<file path="config.mk">
export PLATFORM = sky130hd
export DESIGN_NAME = pattern_occurrence_counter_unit
export DESIGN_NICKNAME = d
export VERILOG_FILES = /design/src/poc_pkg.sv /design/src/poc_cfg_regs.sv /design/src/poc_pos_counters.sv /design/src/poc_support_acc.sv /design/src/pattern_occurrence_counter_unit.sv
export SDC_FILE = /design/constraint.sdc
export NUM_CORES = 1
export LEC_CHECK = 0
export BUFFER_PORTS_ARGS = -buffer_cell sky130_fd_sc_hd__buf_2
export CAP_MARGIN = 10
export CELL_PAD_IN_SITES_DETAIL_PLACEMENT = 1
export CELL_PAD_IN_SITES_GLOBAL_PLACEMENT = 1
export CORE_MARGIN = 2
export CORE_UTILIZATION = 34
export CTS_BUF_LIST = sky130_fd_sc_hd__clkbuf_16
export CTS_CLUSTER_DIAMETER = 30
export DETAILED_ROUTE_END_ITERATION = 6
export GPL_TIMING_DRIVEN = 0
export PLACE_DENSITY_LB_ADDON = 0.1
export SYNTH_ARGS = -nofsm -noshare
export SYNTH_HDL_FRONTEND = slang
export SYNTH_SLANG_ARGS = --single-unit
</file>
<file path="constraint.sdc">
create_clock -name clk -period 12.9 [get_ports clk]
set_input_delay 1.29 -clock clk [delete_from_list [all_inputs] [get_ports clk]]
set_output_delay 1.29 -clock clk [all_outputs]
set_load 0.005 [all_outputs]
</file>
<file path="src/poc_pkg.sv">
// ----------------------------------------------------------------------------
// Pattern occurrence counter package
// Shared widths, register indexes, reset values and payload types.
// ----------------------------------------------------------------------------
package poc_pkg;

  localparam int SYMBOL_W   = 16;
  localparam int OCC_W      = 16;
  localparam int SUPPORT_W  = 32;
  localparam int LENGTH_W   = 3;
  localparam int CFG_INDEX_W = 3;
  localparam int CFG_DATA_W = 32;
  localparam int ITEM_REGS  = 4;

  // Configuration register indexes.
  localparam logic [CFG_INDEX_W-1:0] REG_PATTERN_LENGTH = 3'd0;
  localparam logic [CFG_INDEX_W-1:0] REG_PATTERN_ITEM_0 = 3'd1;
  localparam logic [CFG_INDEX_W-1:0] REG_MIN_SUPPORT    = 3'd5;
  localparam logic [CFG_INDEX_W-1:0] REG_MAX_SUPPORT    = 3'd6;

  // Reset values of the configuration registers.
  localparam logic [LENGTH_W-1:0]  RST_PATTERN_LENGTH = 3'd2;
  localparam logic [SUPPORT_W-1:0] RST_MIN_SUPPORT    = 32'd50;
  localparam logic [SUPPORT_W-1:0] RST_MAX_SUPPORT    = 32'd200;

  typedef struct packed {
    logic [SUPPORT_W-1:0] min_support;
    logic [SUPPORT_W-1:0] max_support;
  } poc_limits_t;

  typedef struct packed {
    logic [OCC_W-1:0]     sequence_occurrences;
    logic [SUPPORT_W-1:0] total_support;
    logic                 database_done;
    logic                 meets_min;
    logic                 within_range;
  } poc_result_t;

endpackage

</file>
<file path="src/poc_cfg_regs.sv">
// ----------------------------------------------------------------------------
// Configuration registers
// Holds the pattern, its length and the support limits; derives the index
// of the last pattern position in use.
// ----------------------------------------------------------------------------
module poc_cfg_regs #(
  parameter int MAX_PATTERN_LEN = 4,
  parameter int IDX_W = $clog2(MAX_PATTERN_LEN)
) (
  input  logic                                            clk,
  input  logic                                            rst,
  input  logic                                            cfg_valid,
  input  logic [poc_pkg::CFG_INDEX_W-1:0]                 cfg_index,
  input  logic [poc_pkg::CFG_DATA_W-1:0]                  cfg_data,
  output logic [MAX_PATTERN_LEN-1:0][poc_pkg::SYMBOL_W-1:0] items,
  output logic [IDX_W-1:0]                                last_pos,
  output poc_pkg::poc_limits_t                            limits
);

  logic [poc_pkg::LENGTH_W-1:0] pattern_length;

  always_ff @(posedge clk) begin
    if (rst) begin
      pattern_length     <= poc_pkg::RST_PATTERN_LENGTH;
      items              <= '0;
      limits.min_support <= poc_pkg::RST_MIN_SUPPORT;
      limits.max_support <= poc_pkg::RST_MAX_SUPPORT;
    end else if (cfg_valid) begin
      case (cfg_index)
        poc_pkg::REG_PATTERN_LENGTH: begin
          pattern_length <= cfg_data[poc_pkg::LENGTH_W-1:0];
        end
        poc_pkg::REG_MIN_SUPPORT: begin
          limits.min_support <= cfg_data;
        end
        poc_pkg::REG_MAX_SUPPORT: begin
          limits.max_support <= cfg_data;
        end
        default: begin
          // Item registers follow the length register in index order.
          for (int p = 0; p < MAX_PATTERN_LEN; p++) begin
            if (p < poc_pkg::ITEM_REGS &&
                cfg_index == poc_pkg::REG_PATTERN_ITEM_0 + poc_pkg::CFG_INDEX_W'(p)) begin
              items[p] <= cfg_data[poc_pkg::SYMBOL_W-1:0];
            end
          end
        end
      endcase
    end
  end

  // Lengths below two act as two, lengths above the maximum as the maximum.
  always_comb begin
    if (pattern_length < poc_pkg::LENGTH_W'(2)) begin
      last_pos = IDX_W'(1);
    end else if (32'(pattern_length) > 32'(MAX_PATTERN_LEN)) begin
      last_pos = IDX_W'(MAX_PATTERN_LEN - 1);
    end else begin
      last_pos = IDX_W'(pattern_length - poc_pkg::LENGTH_W'(1));
    end
  end

endmodule

</file>
<file path="src/poc_pos_counters.sv">
// ----------------------------------------------------------------------------
// Position counters
// One counter per pattern position with the priority increment rule; the
// counters clear at the end of each sequence.
// ----------------------------------------------------------------------------
module poc_pos_counters #(
  parameter int MAX_PATTERN_LEN = 4,
  parameter int COUNT_BITS = 16,
  parameter int IDX_W = $clog2(MAX_PATTERN_LEN)
) (
  input  logic                                              clk,
  input  logic                                              rst,
  input  logic                                              step,
  input  logic [poc_pkg::SYMBOL_W-1:0]                      symbol,
  input  logic                                              seq_end,
  input  logic [MAX_PATTERN_LEN-1:0][poc_pkg::SYMBOL_W-1:0] items,
  input  logic [IDX_W-1:0]                                  last_pos,
  output logic [COUNT_BITS-1:0]                             occ
);

  logic [MAX_PATTERN_LEN-1:0][COUNT_BITS-1:0] counts;
  logic [MAX_PATTERN_LEN-1:0][COUNT_BITS-1:0] counts_next;
  logic                                       taken;

  always_comb begin
    counts_next = counts;
    taken = 1'b0;
    // Highest matching position whose count trails its predecessor wins.
    for (int m = MAX_PATTERN_LEN - 1; m > 0; m--) begin
      if (!taken && IDX_W'(m) <= last_pos && symbol == items[m] &&
          counts[m] < counts[m-1]) begin
        counts_next[m] = counts[m] + COUNT_BITS'(1);
        taken = 1'b1;
      end
    end
    if (!taken && symbol == items[0] && counts[0] != {COUNT_BITS{1'b1}}) begin
      counts_next[0] = counts[0] + COUNT_BITS'(1);
    end
  end

  assign occ = counts_next[last_pos];

  always_ff @(posedge clk) begin
    if (rst) begin
      counts <= '0;
    end else if (step) begin
      counts <= seq_end ? '0 : counts_next;
    end
  end

endmodule

</file>
<file path="src/poc_support_acc.sv">
// ----------------------------------------------------------------------------
// Support accumulator
// Adds each sequence's occurrences into a saturating total and forms the
// result item, with the support range check at a database end.
// ----------------------------------------------------------------------------
module poc_support_acc #(
  parameter int COUNT_BITS = 16
) (
  input  logic                 clk,
  input  logic                 rst,
  input  logic                 step,
  input  logic [COUNT_BITS-1:0] occ,
  input  logic                 db_end,
  input  poc_pkg::poc_limits_t limits,
  output poc_pkg::poc_result_t result
);

  logic [poc_pkg::SUPPORT_W-1:0] support_total;
  logic [poc_pkg::SUPPORT_W-1:0] occ_wide;
  logic [poc_pkg::SUPPORT_W:0]   sum;
  logic [poc_pkg::SUPPORT_W-1:0] total_next;
  logic                          meets;

  assign occ_wide = poc_pkg::SUPPORT_W'(occ);
  assign sum = {1'b0, support_total} + {1'b0, occ_wide};
  assign total_next = sum[poc_pkg::SUPPORT_W] ? {poc_pkg::SUPPORT_W{1'b1}}
                                              : sum[poc_pkg::SUPPORT_W-1:0];
  assign meets = db_end && total_next >= limits.min_support;

  always_comb begin
    result.sequence_occurrences = (occ_wide > poc_pkg::SUPPORT_W'({poc_pkg::OCC_W{1'b1}}))
                                  ? {poc_pkg::OCC_W{1'b1}}
                                  : occ_wide[poc_pkg::OCC_W-1:0];
    result.total_support = total_next;
    result.database_done = db_end;
    result.meets_min     = meets;
    result.within_range  = meets && total_next <= limits.max_support;
  end

  always_ff @(posedge clk) begin
    if (rst) begin
      support_total <= '0;
    end else if (step) begin
      support_total <= db_end ? '0 : total_next;
    end
  end

endmodule

</file>
<file path="src/pattern_occurrence_counter_unit.sv">
// ----------------------------------------------------------------------------
// Pattern occurrence counter
// Counts non-overlapping occurrences of a configured symbol pattern per
// sequence and keeps a saturating support total over the database.
// ----------------------------------------------------------------------------
// Usage: symbols arrive on the input channel (in_valid/in_ready), one item
// per symbol, with sequence_end marking the last symbol of a sequence and
// database_end the last symbol of the database (it also ends the sequence).
// Only items that end a sequence produce a result item on the output
// channel (out_valid/out_ready); all other items update the per-position
// counters and produce nothing.
// Flow: an accepted item is held in the input register, where the counter
// update and the support addition are done, and its result is then loaded
// into the output register, which drives out_valid.
// Throughput: one item per cycle while no result-producing item is stalled;
// every item updates the counters left by the one before it.
// Stalls: when the output register holds a result that is not taken, an
// item that ends a sequence waits in the input register; items that end no
// sequence still pass through, and in_ready falls only while a result-
// producing item is blocked.
// Reset clears the counters, the support total and the valid flags of both
// registers, and restores the configuration defaults. The configuration port
// is always ready and should be written only while the block is idle.
module pattern_occurrence_counter_unit #(
  parameter int MAX_PATTERN_LEN = 4,
  parameter int COUNT_BITS = 16
) (
  input  logic                              clk,
  input  logic                              rst,
  input  logic                              cfg_valid,
  output logic                              cfg_ready,
  input  logic [poc_pkg::CFG_INDEX_W-1:0]   cfg_index,
  input  logic [poc_pkg::CFG_DATA_W-1:0]    cfg_data,
  input  logic                              in_valid,
  output logic                              in_ready,
  input  logic [poc_pkg::SYMBOL_W-1:0]      symbol,
  input  logic                              sequence_end,
  input  logic                              database_end,
  output logic                              out_valid,
  input  logic                              out_ready,
  output logic [poc_pkg::OCC_W-1:0]         sequence_occurrences,
  output logic [poc_pkg::SUPPORT_W-1:0]     total_support,
  output logic                              database_done,
  output logic                              meets_min,
  output logic                              within_range
);

  localparam int IDX_W = $clog2(MAX_PATTERN_LEN);

  logic [MAX_PATTERN_LEN-1:0][poc_pkg::SYMBOL_W-1:0] items;
  logic [IDX_W-1:0]                                  last_pos;
  poc_pkg::poc_limits_t                              limits;

  // Input register.
  logic                          s1_valid;
  logic [poc_pkg::SYMBOL_W-1:0]  s1_symbol;
  logic                          s1_seq_end;
  logic                          s1_db_end;

  logic                          advance;
  logic [COUNT_BITS-1:0]         occ;
  poc_pkg::poc_result_t          result_comb;
  poc_pkg::poc_result_t          result;

  assign cfg_ready = 1'b1;

  // An item leaves the input register unless it carries a result and the
  // output register is full and not being drained.
  assign advance  = s1_valid && (!s1_seq_end || !out_valid || out_ready);
  assign in_ready = !s1_valid || advance;

  always_ff @(posedge clk) begin
    if (rst) begin
      s1_valid <= 1'b0;
    end else if (in_ready) begin
      s1_valid <= in_valid;
    end
  end

  always_ff @(posedge clk) begin
    if (in_ready && in_valid) begin
      s1_symbol  <= symbol;
      // A database end always closes the current sequence as well.
      s1_seq_end <= sequence_end || database_end;
      s1_db_end  <= database_end;
    end
  end

  poc_cfg_regs #(
    .MAX_PATTERN_LEN(MAX_PATTERN_LEN),
    .IDX_W(IDX_W)
  ) u_cfg (
    .clk(clk),
    .rst(rst),
    .cfg_valid(cfg_valid),
    .cfg_index(cfg_index),
    .cfg_data(cfg_data),
    .items(items),
    .last_pos(last_pos),
    .limits(limits)
  );

  poc_pos_counters #(
    .MAX_PATTERN_LEN(MAX_PATTERN_LEN),
    .COUNT_BITS(COUNT_BITS),
    .IDX_W(IDX_W)
  ) u_counters (
    .clk(clk),
    .rst(rst),
    .step(advance),
    .symbol(s1_symbol),
    .seq_end(s1_seq_end),
    .items(items),
    .last_pos(last_pos),
    .occ(occ)
  );

  poc_support_acc #(
    .COUNT_BITS(COUNT_BITS)
  ) u_support (
    .clk(clk),
    .rst(rst),
    .step(advance && s1_seq_end),
    .occ(occ),
    .db_end(s1_db_end),
    .limits(limits),
    .result(result_comb)
  );

  // Output register.
  always_ff @(posedge clk) begin
    if (rst) begin
      out_valid <= 1'b0;
    end else if (advance && s1_seq_end) begin
      out_valid <= 1'b1;
    end else if (out_ready) begin
      out_valid <= 1'b0;
    end
  end

  always_ff @(posedge clk) begin
    if (advance && s1_seq_end) begin
      result <= result_comb;
    end
  end

  assign sequence_occurrences = result.sequence_occurrences;
  assign total_support        = result.total_support;
  assign database_done        = result.database_done;
  assign meets_min            = result.meets_min;
  assign within_range         = result.within_range;

endmodule
</file>
==> impl_metrics.json <==
{
  "status": "finished, final reports clean",
  "post_cts_buffers": 0,
  "vias_per_cell": 5.49,
  "gr-total-overflow": 0,
  "maxCapViolations": 0,
  "yosysTopAreaCell": "dfxtp_1",
  "p_int_mw": 2.47,
  "synth.distinct_cells": 78,
  "cp.depth": 31,
  "finalHoldViolCount": 0,
  "synth_nets": 2282,
  "first_pass_iters": 6,
  "final_max_slew_viol_count": 0,
  "worst-r2r-setup-slack_ns": 2.21,
  "synth_area_mm2": 0.0173,
  "n_antenna_cell": 0,
  "final.min_clock_period_ns": 10.69,
  "pwr-share-seq_pct": 30.3,
  "ant_nets": 0,
  "tightest_slew_ns": 1.08,
  "setup_viol": 0,
  "drive_gt1_share_pct": 11.7,
  "grt_pass1_vias": 17200,
  "port_buffers": 110,
  "cpLargestDelayFamily": "compound AO/OA/AOI/OAI gates",
  "hpwlAfterDp_um": 52400,
  "fillers": 5957,
  "cpPeakStageDelay_ns": 0.85,
  "die_area_mm2": 0.0528,
  "final.period_utilization_pct": 82.9,
  "r2r-start": "u_cfg.pattern_length[0]$_SDFFE_PP0P_",
  "drt_iter0_drc": 981,
  "clock-sinks": 298,
  "fin_setup_tns_ns": 0,
  "combPwrFrac_pct": 6.6,
  "grt_start_max_net_pins": 61,
  "syn_inst": 2093,
  "grt_pass1_wl_um": 105000,
  "cp-endpoint": "within_range$_DFFE_PP_",
  "htreeDepth": 3,
  "start_kind": "register",
  "initial_utilization_pct": 34.5,
  "cts_tree": "built",
  "coreArea_mm2": 0.0503,
  "grt_antenna_before_repair": 1,
  "wl_per_cell_um": 22.9,
  "clock.fmax_mhz": 93.5,
  "cts_hold_buf": 0,
  "crit_type": "register to register",
  "root_buffer": "clkbuf_16",
  "yosys-top-cells-area": "dfxtp_1, edfxtp_1, ha_1",
  "yosysSeqAreaShare_pct": 38.4,
  "top_level_ports": 112,
  "drc": 0,
  "crit_start": "u_cfg.pattern_length[0]$_SDFFE_PP0P_",
  "crit_buf_inv": 5,
  "switching_power_uw": 802,
  "synth_top_flop_cell": "dfxtp_1",
  "dp.cells": 2876,
  "die_y_um": 230,
  "switching_share_pct": 24.5,
  "crit_arrival_ns": 11.05,
  "die_w_um": 230,
  "relSlewSlack_pct": 28.0,
  "synth_edf_count": 69,
  "cp-end-kind": "register",
  "area_growth_pct": 24.7,
  "routed_wirelength_um": 69700,
  "reg2reg_depth": 31,
  "postCtsResizedCells": 0,
  "syn_avg_cell_area_um2": 8.28,
  "worst_clock_skew_ns": 0.0216,
  "p_leak_nw": 8.46,
  "clockBufferDepth": 3,
  "async_flop_share_pct": 0,
  "grt.total_usage_pct": 26.2,
  "cts-buffers-inserted": 89,
  "clk_latency_ns": 0.62,
  "vias": 16700,
  "vdd_drop_max_v": 0.000117,
  "reg2reg_to": "within_range$_DFFE_PP_",
  "ys_warn_count": 0,
  "worstPathRequired_ns": 13.26,
  "fin_cells": 3038,
  "p_clk_share_pct": 63.2,
  "crit_fanout": 10,
  "rows": 82,
  "p_per_area_mw_per_mm2": 151,
  "hold_class": "register to register",
  "path_clk_slew_ns": 0.04,
  "ys_ff_latch": 298,
  "rsz0062_at_grt": "no",
  "cpMaxStageDelayCell": "a221oi_1",
  "synth_top_area_share_pct": 26.4,
  "nets": 2484,
  "place_congestion": 0.904
}
## Yosys cell counts, drive strengths merged, types with 7 or more instances
library cell	number
or3	26
a21oi	224
nor4	21
xnor2	98
nor3	47
nand2	369
o21ai	85
mux2i	10
ha	130
and3	34
and2	17
clkbuf	89
a22o	19
o22ai	8
o211ai	8
buf	20
nand2b	14
xor2	33
a21o	33
a221oi	12
inv	126
edfxtp	69
nor2b	18
a31oi	20
a211oi	15
nor2	89
o21a	12
and4	7
dfxtp	229
nand3b	14
or4	7
nand4	65
a311oi	8
nand3	46
## power groups by stage
stage	clock network (mW)	registers, mW	logic (mW)
finish	2.07	0.990	0.215
global placement	0	1.01	0.209
global route	2.15	0.991	0.232
detailed placement	0	1.01	0.212
floorplan	0	1.00	0.116
CTS	2.09	0.990	0.214
## worst register-to-register path, delay by kind of cell (launching register included)
kind	cells	cell delay, ns
AND/OR/NAND/NOR	7	1.39
AO/OA/AOI/OAI	15	5.63
adder cells (fa/ha/maj)	3	1.25
XOR/XNOR	1	0.16
flip-flops	1	0.45
buffers and inverters	5	1.58
## how the worst min path moves through the flow
stage / slack [ns] / cells past startpoint / end / from
after floorplan: 0.43 / 2 / u_support.support_total[0]$_SDFFE_PP0P_ / u_support.support_total[0]$_SDFFE_PP0P_
after global placement: 0.44 / 2 / u_cfg.limits[10]$_SDFFE_PP0P_ / u_cfg.limits[10]$_SDFFE_PP0P_
after detailed placement: 0.45 / 2 / u_cfg.limits[23]$_SDFFE_PP0P_ / u_cfg.limits[23]$_SDFFE_PP0P_
after CTS: 0.45 / 2 / u_cfg.limits[23]$_SDFFE_PP0P_ / u_cfg.limits[23]$_SDFFE_PP0P_
after global routing: 0.47 / 2 / u_cfg.limits[62]$_SDFFE_PP0P_ / u_cfg.limits[62]$_SDFFE_PP0P_
final: 0.45 / 2 / u_cfg.limits[23]$_SDFFE_PP0P_ / u_cfg.limits[23]$_SDFFE_PP0P_
## layout by cell type, fill, tap and decap left out, types with 9 or more instances in the layout
cell type,count
nand2_1,367
dfxtp_1,229
a21oi_1,224
inv_1,142
ha_1,130
buf_2,125
xnor2_1,98
clkbuf_16,90
nor2_1,89
clkbuf_1,87
o21ai_0,83
edfxtp_1,69
nand4_1,65
nand3_1,46
nor3_1,45
and3_1,34
a21o_1,33
xor2_1,33
or3_1,26
clkinv_1,24
a31oi_1,19
a22o_1,19
nor2b_1,18
nor4_1,17
and2_1,16
a211oi_1,15
nand2b_1,14
nand3b_1,14
o21a_1,12
a221oi_1,12
clkinv_2,12
mux2i_1,10
bufinv_16,9
## cell type report
class	instances	area, µm²	area share (%)
tap	672	841	3.89
inverter	126	473	2.19
clock buffer	90	2250	10.4
timing repair buffer	111	558	2.58
sequential	298	6660	30.8
multi-input combinational	1560	9810	45.3
buffer	109	437	2.02
clock inverter	72	607	2.81
## sequential cells by signal, summed over array words and instances (netlist names)
register / flops
database_done: 1
u_cfg.pattern_length: 3
u_counters.counts: 64
s1_db_end: 1
u_cfg.limits: 64
total_support: 32
sequence_occurrences: 16
meets_min: 1
s1_symbol: 16
u_cfg.items: 64
s1_valid: 1
within_range: 1
u_support.support_total: 32
out_valid: 1
s1_seq_end: 1
## metrics by stage
| step | hold WS [ns] | total power [mW] | area (µm²) | worst slack, ns | utilization, % |
|---|---|---|---|---|---|
| final | 0.450 | 3.27 | 21600 | 2.21 | 43.0 |
| after CTS | 0.452 | 3.30 | 21600 | 2.45 | 43.0 |
| after global routing | 0.471 | 3.37 | 21600 | 1.82 | 43.0 |
| after detailed placement | 0.447 | 1.22 | 18800 | 2.50 | 37.3 |
| after floorplan | 0.432 | 1.12 | 17300 | 5.48 | - |
| after global placement | 0.444 | 1.21 | 18700 | 1.90 | 37.3 |
## metal layers
metal / vias up / track usage (%) / wire length (µm)
met3: 145 / 4.41 / 3460
met1: 8244 / 35.8 / 32900
met5: - / 0 / 0
li1: 7856 / - / -
met2: 441 / 41.6 / 31100
met4: 0 / 9.15 / 2230
## logic make-up after synthesis
group	count (synthesis)	share of synthesized area (%)
buffers and inverters	235	5.22
multiplexers	15	0.924
other	1	0.0216
AND/OR/NAND/NOR	789	22.0
adder cells (fa/ha/maj)	131	9.50
flip-flops	298	38.4
AO/OA/AOI/OAI	493	17.4
XOR/XNOR	131	6.62
(Power assumes the default switching activity.)
